[src/rtl/spt_pkg.sv]
`timescale 1ns / 1ps

package spt_pkg;

   localparam int NUM_SLOTS      = 8;
   localparam int VALUE_BITS     = 16;
   localparam int INTERVAL_BITS  = 16;
   localparam int SLOT_BITS      = (NUM_SLOTS > 1) ? $clog2(NUM_SLOTS) : 1;
   localparam int MAX_RESULTS    = 8;
   localparam int COUNT_BITS     = $clog2(MAX_RESULTS + 1);
   localparam int OUT_SLOT_BITS  = 3;
   localparam int WIDE_SLOT_BITS = SLOT_BITS + OUT_SLOT_BITS;
   localparam int REQ_DATA_BITS  = 72;
   localparam int RSP_DATA_BITS  = 8;

   localparam logic [SLOT_BITS-1:0] LAST_SLOT = SLOT_BITS'(NUM_SLOTS - 1);

   localparam logic [1:0] SENSOR_LEVEL    = 2'd0;
   localparam logic [1:0] SENSOR_MOISTURE = 2'd1;

   localparam logic [1:0] TRIG_ABOVE = 2'd0;
   localparam logic [1:0] TRIG_BELOW = 2'd1;
   localparam logic [1:0] TRIG_CROSS = 2'd2;

   typedef enum logic [1:0] {
      CMD_TICK   = 2'd0,
      CMD_ADD    = 2'd1,
      CMD_ENABLE = 2'd2,
      CMD_NONE   = 2'd3
   } cmd_type;

   typedef enum logic [2:0] {
      KIND_ADDED   = 3'd0,
      KIND_FULL    = 3'd1,
      KIND_ENABLED = 3'd2,
      KIND_MESSAGE = 3'd3,
      KIND_NO_MSG  = 3'd4
   } kind_type;

   typedef struct packed {
      cmd_type                  command;
      logic [1:0]               sensor_type;
      logic [INTERVAL_BITS-1:0] interval;
      logic [1:0]               trigger;
      logic [VALUE_BITS-1:0]    threshold;
      logic                     enable;
      logic [VALUE_BITS-1:0]    level;
      logic [VALUE_BITS-1:0]    moisture;
   } req_type;

   typedef struct packed {
      logic [INTERVAL_BITS-1:0] interval;
      logic                     enabled;
      logic [INTERVAL_BITS-1:0] elapsed;
      logic [1:0]               kind;
      logic [1:0]               trigger;
      logic [VALUE_BITS-1:0]    threshold;
      logic [VALUE_BITS-1:0]    value;
   } slot_type;

   typedef struct packed {
      logic wr;
      logic hit;
      logic fire;
   } step_type;

   typedef struct packed {
      kind_type                 kind;
      logic [1:0]               sensor_type;
      logic [1:0]               trigger;
      logic [OUT_SLOT_BITS-1:0] slot;
   } result_type;

   function automatic logic [OUT_SLOT_BITS-1:0] to_out_slot(input logic [SLOT_BITS-1:0] s);
      logic [WIDE_SLOT_BITS-1:0] w;
      w = WIDE_SLOT_BITS'(s);
      return w[OUT_SLOT_BITS-1:0];
   endfunction

endpackage

[src/rtl/spt_table.sv]
`timescale 1ns / 1ps

module spt_table (
   input  logic                            clock,
   input  logic                            reset,
   input  logic [spt_pkg::SLOT_BITS-1:0]   idx,
   input  logic                            wr_en,
   input  spt_pkg::slot_type               wr_slot,
   output spt_pkg::slot_type               rd_slot
);

   logic [spt_pkg::INTERVAL_BITS-1:0] interval_ff [spt_pkg::NUM_SLOTS];
   logic                              enabled_ff  [spt_pkg::NUM_SLOTS];
   spt_pkg::slot_type                 data_ff     [spt_pkg::NUM_SLOTS];

   // interval and enable reset; remaining fields only read after an add writes them
   always_ff @(posedge clock) begin
      if (reset) begin
         for (int i = 0; i < spt_pkg::NUM_SLOTS; i++) begin
            interval_ff[i] <= '0;
            enabled_ff[i]  <= 1'b0;
         end
      end else if (wr_en) begin
         interval_ff[idx] <= wr_slot.interval;
         enabled_ff[idx]  <= wr_slot.enabled;
      end
   end

   always_ff @(posedge clock) begin
      if (wr_en) begin
         data_ff[idx] <= wr_slot;
      end
   end

   always_comb begin
      rd_slot          = data_ff[idx];
      rd_slot.interval = interval_ff[idx];
      rd_slot.enabled  = enabled_ff[idx];
   end

endmodule

[src/rtl/spt_alu.sv]
`timescale 1ns / 1ps

module spt_alu (
   input  spt_pkg::req_type  req,
   input  spt_pkg::slot_type cur,
   output spt_pkg::slot_type nxt,
   output spt_pkg::step_type step
);

   logic [spt_pkg::INTERVAL_BITS-1:0] elapsed_inc;
   logic [spt_pkg::VALUE_BITS-1:0]    sample;
   logic                              used;
   logic                              was_above;
   logic                              now_above;
   logic                              hit_cond;

   always_comb begin
      elapsed_inc = cur.elapsed + spt_pkg::INTERVAL_BITS'(1);
      used        = (cur.interval != '0);
      was_above   = (cur.value >= cur.threshold);
      sample      = cur.value;
      if (cur.kind == spt_pkg::SENSOR_LEVEL) begin
         sample = req.level;
      end else if (cur.kind == spt_pkg::SENSOR_MOISTURE) begin
         sample = req.moisture;
      end
      now_above = (sample >= cur.threshold);

      unique case (cur.trigger)
         spt_pkg::TRIG_ABOVE: hit_cond = now_above;
         spt_pkg::TRIG_BELOW: hit_cond = !now_above;
         spt_pkg::TRIG_CROSS: hit_cond = (now_above != was_above);
         default:             hit_cond = 1'b0;
      endcase

      nxt  = cur;
      step = '0;
      unique case (req.command)
         spt_pkg::CMD_TICK: begin
            if (cur.enabled && used) begin
               step.wr = 1'b1;
               if (elapsed_inc < cur.interval) begin
                  nxt.elapsed = elapsed_inc;
               end else begin
                  nxt.elapsed = '0;
                  nxt.value   = sample;
                  step.fire   = hit_cond;
               end
            end
         end
         spt_pkg::CMD_ADD: begin
            if (!used) begin
               step.wr       = 1'b1;
               step.hit      = 1'b1;
               nxt.kind      = req.sensor_type;
               nxt.interval  = req.interval;
               nxt.trigger   = req.trigger;
               nxt.threshold = req.threshold;
               nxt.enabled   = 1'b0;
               nxt.elapsed   = '0;
               nxt.value     = '0;
            end
         end
         spt_pkg::CMD_ENABLE: begin
            if (used && (cur.kind == req.sensor_type)) begin
               step.wr     = 1'b1;
               nxt.enabled = req.enable;
            end
         end
         default: begin
         end
      endcase
   end

endmodule

[src/rtl/sensor_poll_threshold_trigger.sv]
`timescale 1ns / 1ps

// Sensor slot table with per-slot poll intervals and threshold triggers. One word is
// taken at a time; a sequencer then walks the slot table one slot per cycle (unless
// the scan pauses) through a single shared update unit (increment, interval compare,
// threshold compares). A tick or an enable visits every slot, an add stops at the
// first free slot, and command 3 is dropped with no result. A tick returns one
// message word per firing slot in slot order (at most eight, tlast on the final one)
// or a single no-message word; every other command returns one word.
// The scan pauses only when a slot fires while a message is already held and the
// output register is still occupied, and the final word waits for the output
// register, so backpressure only slows it.
module sensor_poll_threshold_trigger (
   input  logic                                clock,
   input  logic                                reset,
   input  logic                                req_tvalid,
   output logic                                req_tready,
   // sensor_type, poll_interval, trigger_mode, threshold, enable_flag,
   // level_reading, moisture_reading, zero fill
   input  logic [spt_pkg::REQ_DATA_BITS-1:0]   req_tdata,
   // command
   input  logic [1:0]                          req_tuser,
   output logic                                rsp_tvalid,
   input  logic                                rsp_tready,
   // msg_sensor_type, msg_trigger, slot_index, zero fill
   output logic [spt_pkg::RSP_DATA_BITS-1:0]   rsp_tdata,
   // kind
   output logic [2:0]                          rsp_tuser,
   output logic                                rsp_tlast
);

   typedef enum logic [2:0] {
      ST_IDLE = 3'b001,
      ST_SCAN = 3'b010,
      ST_DONE = 3'b100
   } state_type;

   state_type                          state_ff,      state_in;
   spt_pkg::req_type                   req_ff,        req_in;
   logic [spt_pkg::SLOT_BITS-1:0]      idx_ff,        idx_in;
   logic [spt_pkg::COUNT_BITS-1:0]     count_ff,      count_in;
   spt_pkg::result_type                pend_ff,       pend_in;
   logic                               pend_valid_ff, pend_valid_in;
   spt_pkg::result_type                rsp_ff,        rsp_in;
   logic                               rsp_valid_ff,  rsp_valid_in;
   logic                               rsp_last_ff,   rsp_last_in;

   spt_pkg::slot_type                  cur_slot;
   spt_pkg::slot_type                  nxt_slot;
   spt_pkg::step_type                  step;
   logic                               tbl_wr;
   logic                               out_free;
   logic                               report;
   logic                               advance;
   spt_pkg::kind_type                  done_kind;

   spt_table u_table (
      .clock   (clock),
      .reset   (reset),
      .idx     (idx_ff),
      .wr_en   (tbl_wr),
      .wr_slot (nxt_slot),
      .rd_slot (cur_slot)
   );

   spt_alu u_alu (
      .req  (req_ff),
      .cur  (cur_slot),
      .nxt  (nxt_slot),
      .step (step)
   );

   assign req_tready = (state_ff == ST_IDLE);
   assign out_free   = !rsp_valid_ff || rsp_tready;
   assign report     = step.fire && (count_ff < spt_pkg::COUNT_BITS'(spt_pkg::MAX_RESULTS));
   // a second report needs the output register to take the held one
   assign advance    = !(report && pend_valid_ff && !out_free);

   always_comb begin
      unique case (req_ff.command)
         spt_pkg::CMD_ADD:    done_kind = spt_pkg::KIND_FULL;
         spt_pkg::CMD_ENABLE: done_kind = spt_pkg::KIND_ENABLED;
         default:             done_kind = spt_pkg::KIND_NO_MSG;
      endcase
   end

   always_comb begin
      state_in      = state_ff;
      req_in        = req_ff;
      idx_in        = idx_ff;
      count_in      = count_ff;
      pend_in       = pend_ff;
      pend_valid_in = pend_valid_ff;
      rsp_in        = rsp_ff;
      rsp_last_in   = rsp_last_ff;
      rsp_valid_in  = rsp_valid_ff && !rsp_tready;
      tbl_wr        = 1'b0;

      unique case (state_ff)
         ST_IDLE: begin
            if (req_tvalid) begin
               req_in.command     = spt_pkg::cmd_type'(req_tuser);
               req_in.sensor_type = req_tdata[1:0];
               req_in.interval    = spt_pkg::INTERVAL_BITS'(req_tdata[17:2]);
               req_in.trigger     = req_tdata[19:18];
               req_in.threshold   = spt_pkg::VALUE_BITS'(req_tdata[35:20]);
               req_in.enable      = req_tdata[36];
               req_in.level       = spt_pkg::VALUE_BITS'(req_tdata[52:37]);
               req_in.moisture    = spt_pkg::VALUE_BITS'(req_tdata[68:53]);
               idx_in             = '0;
               count_in           = '0;
               pend_valid_in      = 1'b0;
               if (spt_pkg::cmd_type'(req_tuser) != spt_pkg::CMD_NONE) begin
                  state_in = ST_SCAN;
               end
            end
         end
         ST_SCAN: begin
            if (advance) begin
               tbl_wr = step.wr;
               if (report) begin
                  if (pend_valid_ff) begin
                     rsp_valid_in = 1'b1;
                     rsp_in       = pend_ff;
                     rsp_last_in  = 1'b0;
                  end
                  pend_in.kind        = spt_pkg::KIND_MESSAGE;
                  pend_in.sensor_type = cur_slot.kind;
                  pend_in.trigger     = cur_slot.trigger;
                  pend_in.slot        = spt_pkg::to_out_slot(idx_ff);
                  pend_valid_in       = 1'b1;
                  count_in            = count_ff + spt_pkg::COUNT_BITS'(1);
               end
               if (step.hit) begin
                  pend_in.kind        = spt_pkg::KIND_ADDED;
                  pend_in.sensor_type = nxt_slot.kind;
                  pend_in.trigger     = nxt_slot.trigger;
                  pend_in.slot        = spt_pkg::to_out_slot(idx_ff);
                  pend_valid_in       = 1'b1;
                  state_in            = ST_DONE;
               end else if (idx_ff == spt_pkg::LAST_SLOT) begin
                  state_in = ST_DONE;
               end else begin
                  idx_in = idx_ff + spt_pkg::SLOT_BITS'(1);
               end
            end
         end
         ST_DONE: begin
            if (out_free) begin
               rsp_valid_in = 1'b1;
               rsp_last_in  = 1'b1;
               if (pend_valid_ff) begin
                  rsp_in = pend_ff;
               end else begin
                  rsp_in      = '0;
                  rsp_in.kind = done_kind;
               end
               pend_valid_in = 1'b0;
               state_in      = ST_IDLE;
            end
         end
         default: begin
            state_in = ST_IDLE;
         end
      endcase
   end

   always_ff @(posedge clock) begin
      if (reset) begin
         state_ff      <= ST_IDLE;
         pend_valid_ff <= 1'b0;
         rsp_valid_ff  <= 1'b0;
      end else begin
         state_ff      <= state_in;
         pend_valid_ff <= pend_valid_in;
         rsp_valid_ff  <= rsp_valid_in;
      end
   end

   always_ff @(posedge clock) begin
      req_ff      <= req_in;
      idx_ff      <= idx_in;
      count_ff    <= count_in;
      pend_ff     <= pend_in;
      rsp_ff      <= rsp_in;
      rsp_last_ff <= rsp_last_in;
   end

   assign rsp_tvalid = rsp_valid_ff;
   assign rsp_tdata  = {1'b0, rsp_ff.slot, rsp_ff.trigger, rsp_ff.sensor_type};
   assign rsp_tuser  = rsp_ff.kind;
   assign rsp_tlast  = rsp_last_ff;

endmodule
[config.mk]
export PLATFORM = sky130hd
export DESIGN_NAME = sensor_poll_threshold_trigger
export DESIGN_NICKNAME = d
export VERILOG_FILES = /design/src/rtl/spt_pkg.sv /design/src/rtl/spt_table.sv /design/src/rtl/spt_alu.sv /design/src/rtl/sensor_poll_threshold_trigger.sv
export SDC_FILE = /design/constraint.sdc
export NUM_CORES = 1
export LEC_CHECK = 0
export BUFFER_PORTS_ARGS = -buffer_cell sky130_fd_sc_hd__buf_2
export CELL_PAD_IN_SITES_DETAIL_PLACEMENT = 1
export CELL_PAD_IN_SITES_GLOBAL_PLACEMENT = 1
export CORE_ASPECT_RATIO = 1.75
export CORE_MARGIN = 1
export CORE_UTILIZATION = 35
export DETAILED_ROUTE_END_ITERATION = 8
export PLACE_DENSITY = 0.54
export SLEW_MARGIN = 20
export SYNTH_ARGS = -nofsm -noshare
export SYNTH_HDL_FRONTEND = slang
export SYNTH_SLANG_ARGS = --single-unit
[constraint.sdc]
create_clock -name clock -period 13.4 [get_ports clock]
set_input_delay 0.67 -clock clock [delete_from_list [all_inputs] [get_ports clock]]
set_output_delay 0.67 -clock clock [all_outputs]
set_load 0.05 [all_outputs]
# Word level (Yosys, flattened, before mapping)
# Memory sizes are Yosys's and may differ from the RTL's. A register that Yosys moved wholly into a read port is not among the register bits.
# Cells that the tools add are included.
# Widths: inputs -> output; s select.
word_totals:
  ramBits: 688
  in_bits: 78
  output_inout_bits: 14
  reg_bits: 103
  wordCells: 163
  memories: 3
classes:
  n_eq_ne: 22
  bitwise_logic: 1
  order_cmp: 4
  n_mux: 80
  n_addsub: 3
  n_reduce_logical: 28
memory_table:
  columns: ["memory", "depth", "word_bits", "rd", "rd_clocked_by_memory_dff", "wr", "line", "source"]
  rows:
  - ["u_table.data_ff", 8, 69, 1, 1, 1, "spt_table.sv:14", "spt_pkg::slot_type data_ff [spt_pkg::NUM_SLOTS];"]
  - ["u_table.interval_ff", 8, 16, 1, 1, 8, "spt_table.sv:12", "logic [spt_pkg::INTERVAL_BITS-1:0] interval_ff [spt_pkg::NUM_SLOTS];"]
  - ["u_table.enabled_ff", 8, 1, 1, 1, 8, "spt_table.sv:13", "logic enabled_ff [spt_pkg::NUM_SLOTS];"]
ops:
  columns: ["operator", "n"]
  rows:
  - ["$mux 16", 8]
  - ["$mux 69", 1]
  - ["$pmux 16 s2", 2]
  - ["$mux 10", 5]
  - ["$mux 3", 15]
  - ["$ge 16x16->1", 2]
  - ["$mux 1", 31]
  - ["$mux 20", 1]
  - ["$pmux 10 s2", 1]
  - ["$reduce_and 5->1", 4]
  - ["$add 16x1->16 const B", 1]
  - ["$lt 16x16->1", 1]
  - ["$ne 2x2->1 const B", 8]
  - ["$reduce_bool 16->1", 1]
  - ["$reduce_or 16->1", 1]
  - ["$mux 4", 3]
  - ["$pmux 3 s2", 2]
  - ["$mux 9", 1]
  - ["$pmux 1 s3", 3]
  - ["$pmux 3 s3", 1]
  - ["$pmux 4 s2", 1]
  - ["$mux 7", 1]
  - ["$eq 2x1->1 const B", 3]
  - ["$eq 3x3->1 const B", 2]
  - ["other kinds (23)", 39]

# Longest topological paths before layout
depth:
  word_depth: 19
  mapped_depth: 26
  depth_no_buf: 20

# Modules after synthesis
# A second synthesis with hierarchy kept.
hier_totals:
  hier_cells: 1687
  area_unflattened_um2: 28358.4
modules_own_cells:
  columns: ["mod", "area_each_um2", "instances", "seq_area_each_um2", "cells_each"]
  rows:
  - ["spt_table", 21722.1, 1, 16575.9, 1008]
  - ["sensor_poll_threshold_trigger", 3548.4, 1, 3012.9, 177]
  - ["spt_alu", 3088.0, 1, 0.0, 502]

# Worst setup path before layout
# OpenSTA, ideal clock, no wires.
synth_path:
  kind: "register to register"
  startpoint: "register with a tool-made name"
  endpoint: "memory u_table.data_ff[1][0] in the netlist's numbering (enable)"
  t_arrival_ns: 9.704
  stages_incl_launch_ff: 22
  n_path_buf: 10
  period_less_slack_ns: 10.294
  required_time_ns: 12.810
  path_slack_ns: 3.106
  setup_time_ns: 0.590
  path_cell_list: "dfxtp_1 -> buf_6 -> buf_6 -> buf_6 -> buf_4 -> buf_6 -> buf_6 -> buf_4 -> buf_4 -> buf_4 -> buf_2 -> mux4_2 -> mux2i_1 -> ha_1 -> a22o_1 -> o41a_1 -> o21ai_0 -> a21oi_1 -> o21bai_1 -> a211oi_2 -> nand2b_1 -> nor4_1"
synth_lines:
  columns: ["item", "line"]
  rows:
  - ["end, declared", "spt_table.sv:14"]

==> impl_metrics.json <==
{
  "status": "finished, final reports clean",
  "ys_seq_elements": 657,
  "io_buffer_count": 87,
  "synth_nets": 1813,
  "dpl.cell_count": 2756,
  "ant_nets": 0,
  "die_area_sq_um": 83600,
  "viasPerCell": 5.41,
  "antenna_found_initial": 4,
  "worstPathRequired_ns": 13.64,
  "drv_cap": 0,
  "grt_pass1_wl_microns": 115000,
  "clkTransAtPathRegs_ns": 0.06,
  "slew_headroom_pct": 27.0,
  "placed_area_sq_um": 30500,
  "post-dp-hpwl_microns": 49000,
  "clock_path_buffers": 3,
  "power_leakage_nw": 10.6,
  "cts_setup_buffers": 0,
  "tns_ns": 0,
  "chipWidth_microns": 219,
  "worstPathCellList": "buf_12, mux4_2, inv_1, ha_1, nand3b_1, or3_1, nor2_1, nand2_1, nor3_1, xnor2_1, ha_1, nand4_1, nor4_1, a21oi_1, o211ai_1, or3_1, nand3_1, a211oi_4, buf_4, or4_1, nor2_4, buf_4",
  "tightest_slew_ns": 1.10,
  "async_reset_ff_share_pct": 0,
  "netlist_top_cells_area": "edfxtp_1 (68%), mux4_2 (11%), mux2i_1 (2.9%), ha_1 (2.4%), nor3_1 (2.0%)",
  "skew_ns": 0.0237,
  "drtIter0Drc": 837,
  "start_util_pct": 35.5,
  "crit_path_top_delay_cell": "or4_1",
  "holdWs_ns": 0.213,
  "power_density_nw_per_um2": 145,
  "cts_resized": 0,
  "synth.avg_cell_area_sq_um": 17.2,
  "wirelength_microns": 78000,
  "yosysWarningCount": 0,
  "fin_util_pct": 40.1,
  "clock_latency_ns": 0.63,
  "pin_count": 92,
  "hold_class": "input pin to flip-flop",
  "rsz0062_at_grt": "no",
  "root_buffer": "clkbuf_16",
  "reg2reg_setup_slack_ns": 5.14,
  "setup_viol": 0,
  "drc": 0,
  "crit_type": "flip-flop to flip-flop",
  "ys_types": 73,
  "fp-row-count": 138,
  "fin_cells": 2873,
  "end_kind": "flip-flop",
  "num_vias": 15500,
  "slowest_delay_ns": 0.79,
  "mostFrequentLayoutCells": "edfxtp_1 (649), mux4_2 (137), nor3_1 (114)",
  "cts_tree": "built",
  "cp.arrival_ns": 8.51,
  "synth_edf_count": 649,
  "grt_start_max_net_pins": 96,
  "n_antenna_cell": 0,
  "grt_pass1_vias": 17700,
  "slew_viol_final": 0,
  "core_area_sq_um": 81200,
  "vdd_drop_max_mv": 0.110,
  "cts_made_buffers": 68,
  "routedWlPerCell_microns": 27.1,
  "synth_ff_type": "edfxtp_1",
  "clock.fmax_ghz": 0.121,
  "place_congestion": 0.782,
  "n_fill_cell": 7965,
  "final_common_cell": "edfxtp_1",
  "cp_max_fo": 94,
  "yosys.area.top_type_share_pct": 67.6,
  "synth_cells": 1680,
  "startpoint_type": "flip-flop",
  "grtUsageTotal_pct": 19.1,
  "cts_hold_buf": 0,
  "drtPass1Iterations": 5,
  "nNetsFinal": 1909,
  "clkSinkCount": 657,
  "post-route-min-period_ns": 8.26,
  "synth_area_sq_um": 28800,
  "crit_family": "simple AND/OR/NAND/NOR gates",
  "htreeDepth": 3,
  "overflow": 0,
  "period_share_pct": 61.7,
  "area_growth_pct": 12.7,
  "hold_viol_final": 0,
  "synth_top_area_cell": "edfxtp_1",
  "yosysSeqAreaShare_pct": 68.1,
  "path_buf_inv": 4,
  "drive_gt1_share_pct": 26.9,
  "min-delay-start": "req_tdata[59]",
  "die_h_microns": 382,
  "stdcell_area_sq_um": 32500
}
-- routing by layer --
metal / wire length [microns] / up-vias / share of wire [%] / track usage (%)
li1: - / 6969 / - / -
met1: 29200 / 8192 / 37 / 20.6
met2: 44400 / 267 / 57 / 37.3
met3: 2260 / 110 / 2.9 / 2.41
met4: 2170 / 2 / 2.8 / 6.78
met5: 11 / - / 0.014 / 0
-- worst reg2reg max path, delay by kind of cell, from the launching register on --
| family | cells | cell delay (ns) |
|---|---|---|
| XOR/XNOR | 1 | 0.20 |
| adder cells (fa/ha/maj) | 2 | 0.53 |
| AO/OA/AOI/OAI | 3 | 0.28 |
| multiplexers | 1 | 0.72 |
| AND/OR/NAND/NOR | 11 | 3.69 |
| buffers and inverters | 4 | 1.71 |
| flip-flops | 1 | 0.69 |
-- per-stage QoR --
stage          setup slack [ns]  power, mW
2_1_floorplan              3.11       2.78
5_1_grt                    4.49       4.90
3_3_place_gp               4.89       2.95
6_report                   5.14       4.72
3_5_place_dp               4.85       2.97
4_1_cts                    4.83       4.79
-- layout make-up --
type,instances,area (sq um),area share [%]
inverters,13,51.3,0.158
flip-flops and latches,657,19700,60.5
clock inverters,36,283,0.870
clock buffers,81,1770,5.45
well taps,1050,1310,4.04
repair buffers,126,753,2.32
multi-input cells,910,8680,26.7
-- synth_stat cells, types with 8 or more instances --
library cell,number
dfxtp_1,8
a31o_2,21
nor3_1,117
xnor2_1,11
nand2b_1,10
mux2i_1,84
buf_2,39
nor4_1,11
o21a_1,8
buf_6,10
inv_1,12
o21ai_1,12
nor2b_1,13
nor2_1,91
edfxtp_1,649
nor3_2,41
o21ai_0,19
mux4_2,137
nand2_1,45
clkbuf_1,29
a21oi_1,70
nand3_1,11
ha_1,55
buf_4,14
or4_1,8
mux2_2,33
-- registers in the layout (all words and copies together) (netlist names), named ones only --
name	cells
rsp_tuser	3
rsp_tdata	7
rsp_tvalid	1
u_table.enabled_ff	8
state_ff	3
req_ff	71
count_ff	4
pend_ff	8
pend_valid_ff	1
u_table.interval_ff	128
idx_ff	3
u_table.data_ff	416
rsp_tlast	1
-- cells by family after synthesis --
kind of cell	after synthesis	synth area share (%)
AOI/OAI and AO/OA	179	4.03
adders and majority gates	55	2.39
and+or+nand+nor	402	7.83
muxes	255	14.9
DFF	657	68.1
other	1	0.0130
buffers and inverters	113	2.14
xor gates and xnor gates	18	0.546
-- worst paths after layout --
path,endpoint,cells past startpoint
max reg2reg,u_table.data_ff[0][44],22
min reg2reg,rsp_tdata[1],1
max,u_table.data_ff[0][44],22
min,req_ff[6],1
-- report_power, final --
| part | switching, mW | internal, mW | leakage [nW] |
|---|---|---|---|
| combinational | 0.337 | 0.204 | 3.40 |
| clock | 0.798 | 1.02 | 1.01 |
| sequential | 0.0278 | 2.34 | 6.14 |
No activity file was read; power rests on OpenSTA's default activity.
